`config.mk`:
```
export PLATFORM = sky130hd
export DESIGN_NAME = encoder_move_controller
export DESIGN_NICKNAME = d
export VERILOG_FILES = /design/src/emc_pkg.sv /design/src/emc_csr.sv /design/src/emc_step.sv /design/src/encoder_move_controller.sv
export SDC_FILE = /design/constraint.sdc
export NUM_CORES = 2
export LEC_CHECK = 0
export ABC_AREA = 1
export ABC_CLOCK_PERIOD_IN_PS = 13900
export BUFFER_PORTS_ARGS = -buffer_cell sky130_fd_sc_hd__buf_2
export CAP_MARGIN = 15
export CORE_ASPECT_RATIO = 1.75
export CORE_UTILIZATION = 56
export DETAILED_ROUTE_END_ITERATION = 8
export GPL_TIMING_DRIVEN = 0
export PLACE_DENSITY = 0.79
export SYNTH_ARGS = -nofsm -noshare
export SYNTH_HDL_FRONTEND = slang
export SYNTH_SLANG_ARGS = --single-unit
```
`constraint.sdc`:
```
create_clock -name clock -period 13.9 [get_ports clock]
set_input_delay 0 -clock clock [delete_from_list [all_inputs] [get_ports clock]]
set_output_delay 0 -clock clock [all_outputs]
set_load 0.005 [all_outputs]
```
`src/emc_pkg.sv`:
```
package emc_pkg;

   // Reset values and limits of the configuration registers.
   localparam logic [6:0]  PowerMax       = 7'd100;
   localparam logic [6:0]  PowerLimitRst  = 7'd100;
   localparam logic [15:0] StallWindowRst = 16'd250;
   localparam logic [15:0] MoveTimeoutRst = 16'd2000;

   // Largest goal magnitude; the most negative target saturates to it.
   localparam logic [14:0] GoalMax = 15'h7fff;

   localparam logic CMD_START  = 1'b0;
   localparam logic CMD_SAMPLE = 1'b1;

   // Bumper bit positions.
   localparam int BUMP_RIGHT_REAR  = 0;
   localparam int BUMP_LEFT_REAR   = 1;
   localparam int BUMP_RIGHT_FRONT = 2;
   localparam int BUMP_LEFT_FRONT  = 3;

   typedef enum logic [1:0] {
      CSR_POWER_LIMIT  = 2'd0,
      CSR_STALL_WINDOW = 2'd1,
      CSR_MOVE_TIMEOUT = 2'd2
   } csr_index_type;

   typedef enum logic [2:0] {
      ST_MOVING  = 3'd0,
      ST_REACHED = 3'd1,
      ST_STOPPED = 3'd2,
      ST_ABORTED = 3'd3,
      ST_TIMEOUT = 3'd4,
      ST_IDLE    = 3'd5
   } status_type;

   typedef struct packed {
      logic [6:0]  power_limit;
      logic [15:0] stall_window_ms;
      logic [15:0] move_timeout_ms;
   } cfg_type;

   typedef struct packed {
      logic               cmd;
      logic signed [15:0] target_left;
      logic signed [15:0] target_right;
      logic               force_req;
      logic [15:0]        enc_left;
      logic [15:0]        enc_right;
      logic [3:0]         bumpers;
      logic [31:0]        now_ms;
      logic               stop_request;
   } item_type;

   typedef struct packed {
      logic signed [7:0] power_left;
      logic signed [7:0] power_right;
      status_type        status;
      logic              stalled;
      logic              blocked;
      logic [3:0]        block_mask;
   } result_type;

   // True once now has reached the deadline, modulo 2^32 wrap.
   function automatic logic time_reached(input logic [31:0] now, input logic [31:0] deadline);
      logic [31:0] diff;
      diff = now - deadline;
      return ~diff[31];
   endfunction

   // Three quarters of a signed power, rounded toward zero.
   function automatic logic signed [7:0] three_quarters(input logic signed [7:0] p);
      logic [7:0] mag;
      logic [9:0] mag3;
      logic [7:0] q;
      mag  = p[7] ? 8'(-p) : 8'(p);
      mag3 = {2'b00, mag} + {1'b0, mag, 1'b0};
      q    = mag3[9:2];
      return p[7] ? 8'(-q) : 8'(q);
   endfunction

endpackage

```
`src/emc_csr.sv`:
```
module emc_csr
   import emc_pkg::*;
(
   input  logic        clock,
   input  logic        reset,
   input  logic        csr_valid,
   output logic        csr_ready,
   input  logic [1:0]  csr_index,
   input  logic [15:0] csr_data,
   output cfg_type     cfg
);

   cfg_type cfg_ff;
   cfg_type cfg_in;
   logic [6:0] power_raw;

   assign csr_ready = 1'b1;
   assign power_raw = csr_data[6:0];
   assign cfg       = cfg_ff;

   always_comb begin
      cfg_in = cfg_ff;
      if (csr_valid) begin
         case (csr_index)
            CSR_POWER_LIMIT:  cfg_in.power_limit = (power_raw > PowerMax) ? PowerMax : power_raw;
            CSR_STALL_WINDOW: cfg_in.stall_window_ms = csr_data;
            CSR_MOVE_TIMEOUT: cfg_in.move_timeout_ms = csr_data;
            default:          cfg_in = cfg_ff;
         endcase
      end
   end

   always_ff @(posedge clock) begin
      if (reset) begin
         cfg_ff.power_limit     <= PowerLimitRst;
         cfg_ff.stall_window_ms <= StallWindowRst;
         cfg_ff.move_timeout_ms <= MoveTimeoutRst;
      end else begin
         cfg_ff <= cfg_in;
      end
   end

endmodule

```
`src/emc_step.sv`:
```
module emc_step
   import emc_pkg::*;
(
   input  logic       clock,
   input  logic       reset,
   input  logic       fire,
   input  item_type   item,
   input  cfg_type    cfg,
   output result_type result
);

   logic [14:0]       goal_left_ff, goal_right_ff, goal_left_in, goal_right_in;
   logic signed [7:0] drive_left_ff, drive_right_ff, drive_left_in, drive_right_in;
   logic signed [7:0] applied_left_ff, applied_right_ff, applied_left_in, applied_right_in;
   logic [15:0]       prev_left_ff, prev_right_ff, prev_left_in, prev_right_in;
   logic              prev_valid_ff, prev_valid_in;
   logic              stall_pending_ff, stall_pending_in;
   logic              stall_seen_ff, stall_seen_in;
   logic [31:0]       stall_deadline_ff, stall_deadline_in;
   logic [31:0]       move_deadline_ff, move_deadline_in;
   logic              forced_ff, forced_in;
   logic              active_ff, active_in;

   // Start decode.
   logic [15:0]       neg_tl, neg_tr;
   logic [14:0]       start_goal_l, start_goal_r;
   logic signed [7:0] pos_power, neg_power;

   // Sample decode.
   logic              enc_same;
   logic [31:0]       stall_deadline_nx;
   logic              stall_seen_nx;
   logic [3:0]        mask;
   logic              blk;
   logic              done_l, done_r;
   logic signed [7:0] drive_l_nx, drive_r_nx, sl, sr;
   logic [15:0]       nl, nr;
   logic [14:0]       dl, dr;
   logic [30:0]       prod_l, prod_r;

   assign neg_tl = 16'(-item.target_left);
   assign neg_tr = 16'(-item.target_right);
   assign start_goal_l = !item.target_left[15] ? item.target_left[14:0] :
                         (neg_tl[15] ? GoalMax : neg_tl[14:0]);
   assign start_goal_r = !item.target_right[15] ? item.target_right[14:0] :
                         (neg_tr[15] ? GoalMax : neg_tr[14:0]);
   assign pos_power = {1'b0, cfg.power_limit};
   assign neg_power = 8'(-pos_power);

   assign enc_same = prev_valid_ff && (item.enc_left == prev_left_ff)
                     && (item.enc_right == prev_right_ff);
   assign stall_deadline_nx = (enc_same && !stall_pending_ff) ?
                              item.now_ms + {16'h0000, cfg.stall_window_ms} : stall_deadline_ff;
   assign stall_seen_nx = stall_seen_ff
                          | (enc_same && time_reached(item.now_ms, stall_deadline_nx));

   // A bumper blocks when its motor was last driven toward it.
   assign mask[BUMP_RIGHT_REAR]  = item.bumpers[BUMP_RIGHT_REAR] && applied_right_ff[7];
   assign mask[BUMP_LEFT_REAR]   = item.bumpers[BUMP_LEFT_REAR] && applied_left_ff[7];
   assign mask[BUMP_RIGHT_FRONT] = item.bumpers[BUMP_RIGHT_FRONT] && !applied_right_ff[7]
                                   && (applied_right_ff != 8'sd0);
   assign mask[BUMP_LEFT_FRONT]  = item.bumpers[BUMP_LEFT_FRONT] && !applied_left_ff[7]
                                   && (applied_left_ff != 8'sd0);
   assign blk = |mask;

   assign done_l = item.enc_left >= {1'b0, goal_left_ff};
   assign done_r = item.enc_right >= {1'b0, goal_right_ff};
   assign drive_l_nx = done_l ? 8'sd0 : drive_left_ff;
   assign drive_r_nx = done_r ? 8'sd0 : drive_right_ff;

   // Progress ratios compared by cross-multiplication; a zero goal counts as one.
   assign nl = (goal_left_ff != 15'd0) ? item.enc_left : 16'd1;
   assign dl = (goal_left_ff != 15'd0) ? goal_left_ff : 15'd1;
   assign nr = (goal_right_ff != 15'd0) ? item.enc_right : 16'd1;
   assign dr = (goal_right_ff != 15'd0) ? goal_right_ff : 15'd1;
   assign prod_l = {15'd0, nl} * {16'd0, dr};
   assign prod_r = {15'd0, nr} * {16'd0, dl};
   assign sl = (prod_l > prod_r) ? three_quarters(drive_l_nx) : drive_l_nx;
   assign sr = (prod_l > prod_r) ? drive_r_nx : three_quarters(drive_r_nx);

   always_comb begin
      goal_left_in      = goal_left_ff;
      goal_right_in     = goal_right_ff;
      drive_left_in     = drive_left_ff;
      drive_right_in    = drive_right_ff;
      applied_left_in   = applied_left_ff;
      applied_right_in  = applied_right_ff;
      prev_left_in      = prev_left_ff;
      prev_right_in     = prev_right_ff;
      prev_valid_in     = prev_valid_ff;
      stall_pending_in  = stall_pending_ff;
      stall_seen_in     = stall_seen_ff;
      stall_deadline_in = stall_deadline_ff;
      move_deadline_in  = move_deadline_ff;
      forced_in         = forced_ff;
      active_in         = active_ff;

      result.power_left  = 8'sd0;
      result.power_right = 8'sd0;
      result.status      = ST_IDLE;
      result.stalled     = stall_seen_ff;
      result.blocked     = 1'b0;
      result.block_mask  = 4'd0;

      if (fire) begin
         if (item.cmd == CMD_START) begin
            goal_left_in     = start_goal_l;
            goal_right_in    = start_goal_r;
            drive_left_in    = item.target_left[15] ? neg_power : pos_power;
            drive_right_in   = item.target_right[15] ? neg_power : pos_power;
            forced_in        = item.force_req;
            move_deadline_in = item.now_ms + {16'h0000, cfg.move_timeout_ms};
            prev_valid_in    = 1'b0;
            stall_pending_in = 1'b0;
            stall_seen_in    = 1'b0;
            active_in        = 1'b1;
            result.power_left  = applied_left_ff;
            result.power_right = applied_right_ff;
            result.status      = ST_MOVING;
            result.stalled     = 1'b0;
         end else if (!active_ff) begin
            result.status = ST_IDLE;
         end else if (item.stop_request) begin
            applied_left_in  = 8'sd0;
            applied_right_in = 8'sd0;
            active_in        = 1'b0;
            result.status    = ST_STOPPED;
         end else begin
            prev_left_in      = item.enc_left;
            prev_right_in     = item.enc_right;
            prev_valid_in     = 1'b1;
            stall_pending_in  = enc_same;
            stall_deadline_in = stall_deadline_nx;
            stall_seen_in     = stall_seen_nx;
            result.stalled    = stall_seen_nx;
            result.blocked    = blk;
            result.block_mask = mask;
            if ((stall_seen_nx || blk) && !forced_ff) begin
               applied_left_in  = 8'sd0;
               applied_right_in = 8'sd0;
               active_in        = 1'b0;
               result.status    = ST_ABORTED;
            end else if ((stall_seen_nx || blk) && time_reached(item.now_ms, move_deadline_ff)) begin
               applied_left_in  = 8'sd0;
               applied_right_in = 8'sd0;
               active_in        = 1'b0;
               result.status    = ST_TIMEOUT;
            end else begin
               drive_left_in  = drive_l_nx;
               drive_right_in = drive_r_nx;
               if (done_l && done_r) begin
                  applied_left_in  = 8'sd0;
                  applied_right_in = 8'sd0;
                  active_in        = 1'b0;
                  result.status    = ST_REACHED;
               end else begin
                  applied_left_in    = sl;
                  applied_right_in   = sr;
                  result.power_left  = sl;
                  result.power_right = sr;
                  result.status      = ST_MOVING;
               end
            end
         end
      end
   end

   always_ff @(posedge clock) begin
      if (reset) begin
         goal_left_ff      <= '0;
         goal_right_ff     <= '0;
         drive_left_ff     <= '0;
         drive_right_ff    <= '0;
         applied_left_ff   <= '0;
         applied_right_ff  <= '0;
         prev_left_ff      <= '0;
         prev_right_ff     <= '0;
         prev_valid_ff     <= 1'b0;
         stall_pending_ff  <= 1'b0;
         stall_seen_ff     <= 1'b0;
         stall_deadline_ff <= '0;
         move_deadline_ff  <= '0;
         forced_ff         <= 1'b0;
         active_ff         <= 1'b0;
      end else begin
         goal_left_ff      <= goal_left_in;
         goal_right_ff     <= goal_right_in;
         drive_left_ff     <= drive_left_in;
         drive_right_ff    <= drive_right_in;
         applied_left_ff   <= applied_left_in;
         applied_right_ff  <= applied_right_in;
         prev_left_ff      <= prev_left_in;
         prev_right_ff     <= prev_right_in;
         prev_valid_ff     <= prev_valid_in;
         stall_pending_ff  <= stall_pending_in;
         stall_seen_ff     <= stall_seen_in;
         stall_deadline_ff <= stall_deadline_in;
         move_deadline_ff  <= move_deadline_in;
         forced_ff         <= forced_in;
         active_ff         <= active_in;
      end
   end

endmodule

```
`src/encoder_move_controller.sv`:
```
// Move controller for a two-wheel differential drive.
// The req_ channel takes one beat per item. req_tuser carries the command:
// a start beat loads signed tick targets and the force flag, a sample beat
// brings encoder counts, bumpers, the millisecond clock and the stop button.
// Every accepted beat yields exactly one rsp_ beat with both motor powers,
// the move status, the sticky stall flag and the blocking bumper mask.
// The csr_ channel writes power_limit (index 0), stall_window_ms (index 1)
// and move_timeout_ms (index 2); it is always ready and should only be used
// while no item is in flight.
// An accepted req_ beat is held in the input register while the controller
// step runs in one pass of logic, and the result register captures its
// result, which raises rsp_tvalid. Throughput is one beat per cycle while
// rsp_tready stays high, set by that single-pass step between the two
// registers. Reset clears the valid flags of both registers, puts the
// controller idle and restores the register defaults. When the receiver
// stalls, the result register holds its beat and the input register still
// takes one more beat before req_tready drops.
module encoder_move_controller
   import emc_pkg::*;
(
   input  logic         clock,
   input  logic         reset,
   // req_tdata, from bit 0 up: target_left[15:0], target_right[15:0],
   // force_req, enc_left[15:0], enc_right[15:0], bumpers[3:0], now_ms[31:0],
   // stop_request, two unused bits.
   input  logic         req_tvalid,
   output logic         req_tready,
   input  logic [103:0] req_tdata,
   input  logic         req_tuser,   // cmd
   // rsp_tdata, from bit 0 up: power_left[7:0], power_right[7:0], status[2:0],
   // stalled, blocked, block_mask[3:0], seven zero bits.
   output logic         rsp_tvalid,
   input  logic         rsp_tready,
   output logic [31:0]  rsp_tdata,
   input  logic         csr_valid,
   output logic         csr_ready,
   input  logic [1:0]   csr_index,
   input  logic [15:0]  csr_data
);

   cfg_type    cfg;
   item_type   req_item;
   item_type   item_ff;
   logic       in_valid_ff;
   result_type step_result;
   result_type rsp_result_ff;
   logic       rsp_valid_ff;
   logic       out_free;
   logic       fire;

   // Unpack the request beat into its fields.
   assign req_item.cmd          = req_tuser;
   assign req_item.target_left  = req_tdata[15:0];
   assign req_item.target_right = req_tdata[31:16];
   assign req_item.force_req    = req_tdata[32];
   assign req_item.enc_left     = req_tdata[48:33];
   assign req_item.enc_right    = req_tdata[64:49];
   assign req_item.bumpers      = req_tdata[68:65];
   assign req_item.now_ms       = req_tdata[100:69];
   assign req_item.stop_request = req_tdata[101];

   // The result register frees up when it is empty or being drained.
   assign out_free   = !rsp_valid_ff || rsp_tready;
   assign fire       = in_valid_ff && out_free;
   assign req_tready = !in_valid_ff || out_free;

   emc_csr u_csr (
      .clock     (clock),
      .reset     (reset),
      .csr_valid (csr_valid),
      .csr_ready (csr_ready),
      .csr_index (csr_index),
      .csr_data  (csr_data),
      .cfg       (cfg)
   );

   emc_step u_step (
      .clock  (clock),
      .reset  (reset),
      .fire   (fire),
      .item   (item_ff),
      .cfg    (cfg),
      .result (step_result)
   );

   always_ff @(posedge clock) begin
      if (reset) begin
         in_valid_ff <= 1'b0;
      end else if (req_tready) begin
         in_valid_ff <= req_tvalid;
      end
   end

   always_ff @(posedge clock) begin
      if (req_tvalid && req_tready) begin
         item_ff <= req_item;
      end
   end

   always_ff @(posedge clock) begin
      if (reset) begin
         rsp_valid_ff <= 1'b0;
      end else if (out_free) begin
         rsp_valid_ff <= fire;
      end
   end

   always_ff @(posedge clock) begin
      if (fire) begin
         rsp_result_ff <= step_result;
      end
   end

   assign rsp_tvalid = rsp_valid_ff;
   assign rsp_tdata  = {7'b0000000, rsp_result_ff.block_mask, rsp_result_ff.blocked,
                        rsp_result_ff.stalled, rsp_result_ff.status,
                        rsp_result_ff.power_right, rsp_result_ff.power_left};

endmodule

```
==> impl_summary.log <==
INFO  metric met3_usage = under 10%
INFO  metric synth_seq_area_share = between 20% and 30%
INFO  metric number_of_maximum_capacitance_constraint_violations = 0
INFO  metric dpl.hpwl = about 90,000 um
INFO  metric clock.fmax = approximately 0.081 GHz
INFO  metric remaining_drc_errors = 0
INFO  metric fin_total_pwr = between 3 and 4 mW
INFO  metric yosysWarningCount = 0
INFO  metric final_core_utilization = between 60% and 70%
INFO  metric rsz0062_at_grt = false
INFO  metric multiInputGateArea = between 20,000 and 25,000 um^2
INFO  metric numCtsBuffers = 29
INFO  metric synth_async_sr_flop_share = 0%
INFO  metric detailedRoute.firstIterationViolations = between 2,000 and 2,500
INFO  metric first_pass_grt_wire_length = 172,900 um
INFO  metric clk_pin_slew = 0.08 ns
INFO  metric rows = 120
INFO  metric synthCells = ~4,400
INFO  metric synth_top_area_share = between 20% and 30%
INFO  metric max_stage_delay = 1.03 ns
INFO  metric timing.critical_path.max_delay_family = adder cells
INFO  metric period_minus_slack = about 12 ns
INFO  metric fill_cells = 5,249
INFO  metric worst_ir_drop_vdd = ~0.00013 V
INFO  metric first_global_vias = between 30,000 and 40,000
INFO  metric wirelength = 111,500 um
INFO  metric timing.max_slew.rel_slack = between 10% and 20%
INFO  metric power_leakage = 19.02 nW
INFO  metric timing_hold_violations_final = 0
INFO  metric gr-usage-met1 = a little over a third
INFO  metric net_total_in_the_final_layout = between 5,000 and 6,000
INFO  metric slew_violations = 0
INFO  metric grtUsageMet2 = 63.27%
INFO  metric synth.top_cells.by_area = sky130_fd_sc_hd__fa_1, sky130_fd_sc_hd__ha_1, sky130_fd_sc_hd__dfxtp_1, sky130_fd_sc_hd__edfxtp_1, sky130_fd_sc_hd__inv_1
INFO  metric critical_path.most_common_cell = sky130_fd_sc_hd__inv_1
INFO  metric worst_clock_skew = 0.01205 ns
INFO  metric critical_path.slowest_cell = sky130_fd_sc_hd__nor4_1
INFO  metric overflow = 0
INFO  metric longest_clk_path_bufs = 3
INFO  metric ios = 163
INFO  metric finalCritPeriodShare = roughly nine tenths
INFO  metric setup_viol = 0
INFO  metric cts_tree = done
INFO  metric die_w = 190.4 um
INFO  metric drtPass1Iterations = 8
INFO  metric post_route_cells_drive_above_1_share = about 5.4%
INFO  metric detail-route-antenna-nets = 0
INFO  metric post_drt_wl_per_cell = 20.23 um
INFO  metric path_class = reg -> reg
INFO  metric top_cell_types_by_occurrence_after_synthesis = sky130_fd_sc_hd__inv_1, sky130_fd_sc_hd__nand2_1, sky130_fd_sc_hd__nor2_1, sky130_fd_sc_hd__ha_1, sky130_fd_sc_hd__fa_1
INFO  metric portBuffers = 152
INFO  metric syn-mean-instance-area = 7.943 um^2
INFO  metric routed_via_density = around 5.8
INFO  metric num_vias = around 32,000
INFO  metric worst_ep_required_time = about 14 ns
INFO  metric cts_resized = 0
INFO  metric worst_pin_slew = 1.261 ns
INFO  metric grt_max_degree = 56
INFO  metric power.density = about 95 nW/um^2
INFO  metric crit_buf_inv = 13
INFO  metric critical_path_fanouts_max = 10
INFO  metric yosysMostFrequentCell = sky130_fd_sc_hd__inv_1
INFO  metric syn_to_final_growth = 11.68%
INFO  metric distinct_cell_type_count_after_synthesis = a little under 60
INFO  metric setup_tns = 0 ns
INFO  metric antenna_found_initial = 1
INFO  metric synth_flop_cell = sky130_fd_sc_hd__dfxtp_1
INFO  metric height_of_the_chip = approximately 330 um
INFO  metric syn_area = approximately 35,000 um^2
INFO  metric synth-edff-count = 128
INFO  metric critical_path.startpoint_type = flip-flop
INFO  metric die_area = between 60,000 and 70,000 um^2
INFO  metric cts.repair_timing.setup_buffer_count = 0
INFO  metric synth_area_leader_cell = sky130_fd_sc_hd__fa_1
INFO  metric initial_utilization = a little under three fifths
INFO  metric number_of_storage_elements_in_the_synthesis_netlist = approximately 330
INFO  metric cts.sinks = ~330
INFO  metric critical_path_arrival = about 13 ns
INFO  metric final-seq-area = 7928 um^2
INFO  metric fp.coreArea = slightly above 60,000 um^2
INFO  metric clockRootBuffer = sky130_fd_sc_hd__clkbuf_16
INFO  metric grt-busiest-layer = met2
INFO  metric worstSetupEndpointType = flip-flop
INFO  metric routabilityCongestion = slightly above 1
INFO  metric hold_class = in -> reg
INFO  metric clkLatencyLatePin = roughly 0.60 ns
INFO  metric htreeDepth = 1
INFO  metric grtUsageTotal = 35.85%
INFO  metric result_of_the_run = completed
==> kinds of logic (layout without fill, tap and decap cells) <==
kind of cell | after synthesis | in the layout | share of synthesized area (%)
AOI/OAI and AO/OA | 706 | 706 | 11.21
xor gates and xnor gates | 138 | 138 | 3.477
adders and majority gates | 730 | 730 | 34.13
buffers and inverters | 959 | 1294 | 10.48
DFF | 332 | 332 | 22.80
muxes | 12 | 12 | 0.3455
other | 2 | 9 | 0.02160
and+or+nand+nor | 1498 | 1498 | 17.53
==> cell type report <==
cell class	instances	area share (%)
plain buffers	129	1.363
well taps	793	2.555
clock buffers	32	1.924
multi-input cells	3092	59.81
inverters	830	8.030
clock inverters	21	0.5349
diodes	1	0.006445
repair buffers	282	5.359
flip-flops and latches	332	20.42
==> worst register-to-register path, delay by kind of cell (launching register included) <==
kind,cells,cell delay (ns)
AOI/OAI and AO/OA,13,2.55
xor gates and xnor gates,1,0.17
adders and majority gates,8,3.67
buffers and inverters,13,2.69
DFF,1,0.30
and+or+nand+nor,12,2.76
==> state kept, by name (all words and copies together) (netlist names), 16 cells and up <==
| register | cells |
|---|---|
| rsp_tdata | 25 |
| item_ff | 103 |
| u_step.move_deadline_ff | 32 |
| u_step.prev_left_ff | 16 |
| u_csr.cfg | 39 |
| u_step.prev_right_ff | 16 |
| u_step.stall_deadline_ff | 32 |
==> stage by stage <==
stage / instances / worst slack, ns / area, um^2 / hold WS, ns
floorplan: 4383 / 4.376 / 34790 / 0.09887
global placement: 5328 / 1.572 / 36540 / 0.1760
detailed placement: 5330 / 1.901 / 36590 / 0.1781
CTS: 5510 / 1.841 / 38810 / 0.1000
global route: 5512 / 0.8235 / 38830 / 0.1066
finish: 5512 / 1.509 / 38830 / 0.1068
==> routing by layer <==
metal	vias to the layer above	share of wire [%]
met5	-	0
li1	14540	-
met4	0	11
met1	15180	32
met2	1468	50
met3	593	6.4
==> layout by cell type (no fill, tap or decap), drive strengths merged, types with 16 or more instances in the layout <==
cell         netlist  routed
a21oi            294     294
o211ai            22      22
clkinv            21      35
clkbuf           112     145
a21boi            16      16
dlygate4sd3        0     127
nand2            731     731
ha               366     366
nor4              23      23
nand3            114     114
nand4             46      46
nor2             520     520
o21a              19      19
dfxtp            204     204
a31oi             22      22
o21ai            277     277
inv              809     812
buf               17     171
fa               364     364
nor3              37      37
xor2              87      87
edfxtp           128     128
xnor2             51      51
==> worst paths after layout <==
path	start	to	slack (ns)	cells after the start
setup / recovery	u_step.goal_left_ff[14]	rsp_tdata[12]	1.51	47
setup reg to reg	u_step.goal_left_ff[14]	rsp_tdata[12]	1.51	47
hold / removal	req_tdata[95]	item_ff[27]	0.11	2
hold reg to reg	u_step.drive_right_ff[4]	u_step.drive_right_ff[4]	0.46	2
==> report_power, final <==
group	switching [mW]	internal, mW
clock network	0.401	0.448
logic	1.10	0.616
registers	0.0487	1.06
total	1.55	2.12
==> timing repair <==
action	in CTS	in global routing
setup endpoints to repair	0	0
endpoints found under the hold margin	144	0
hold buffers	127	0
Power figures use the tool's default switching activity.
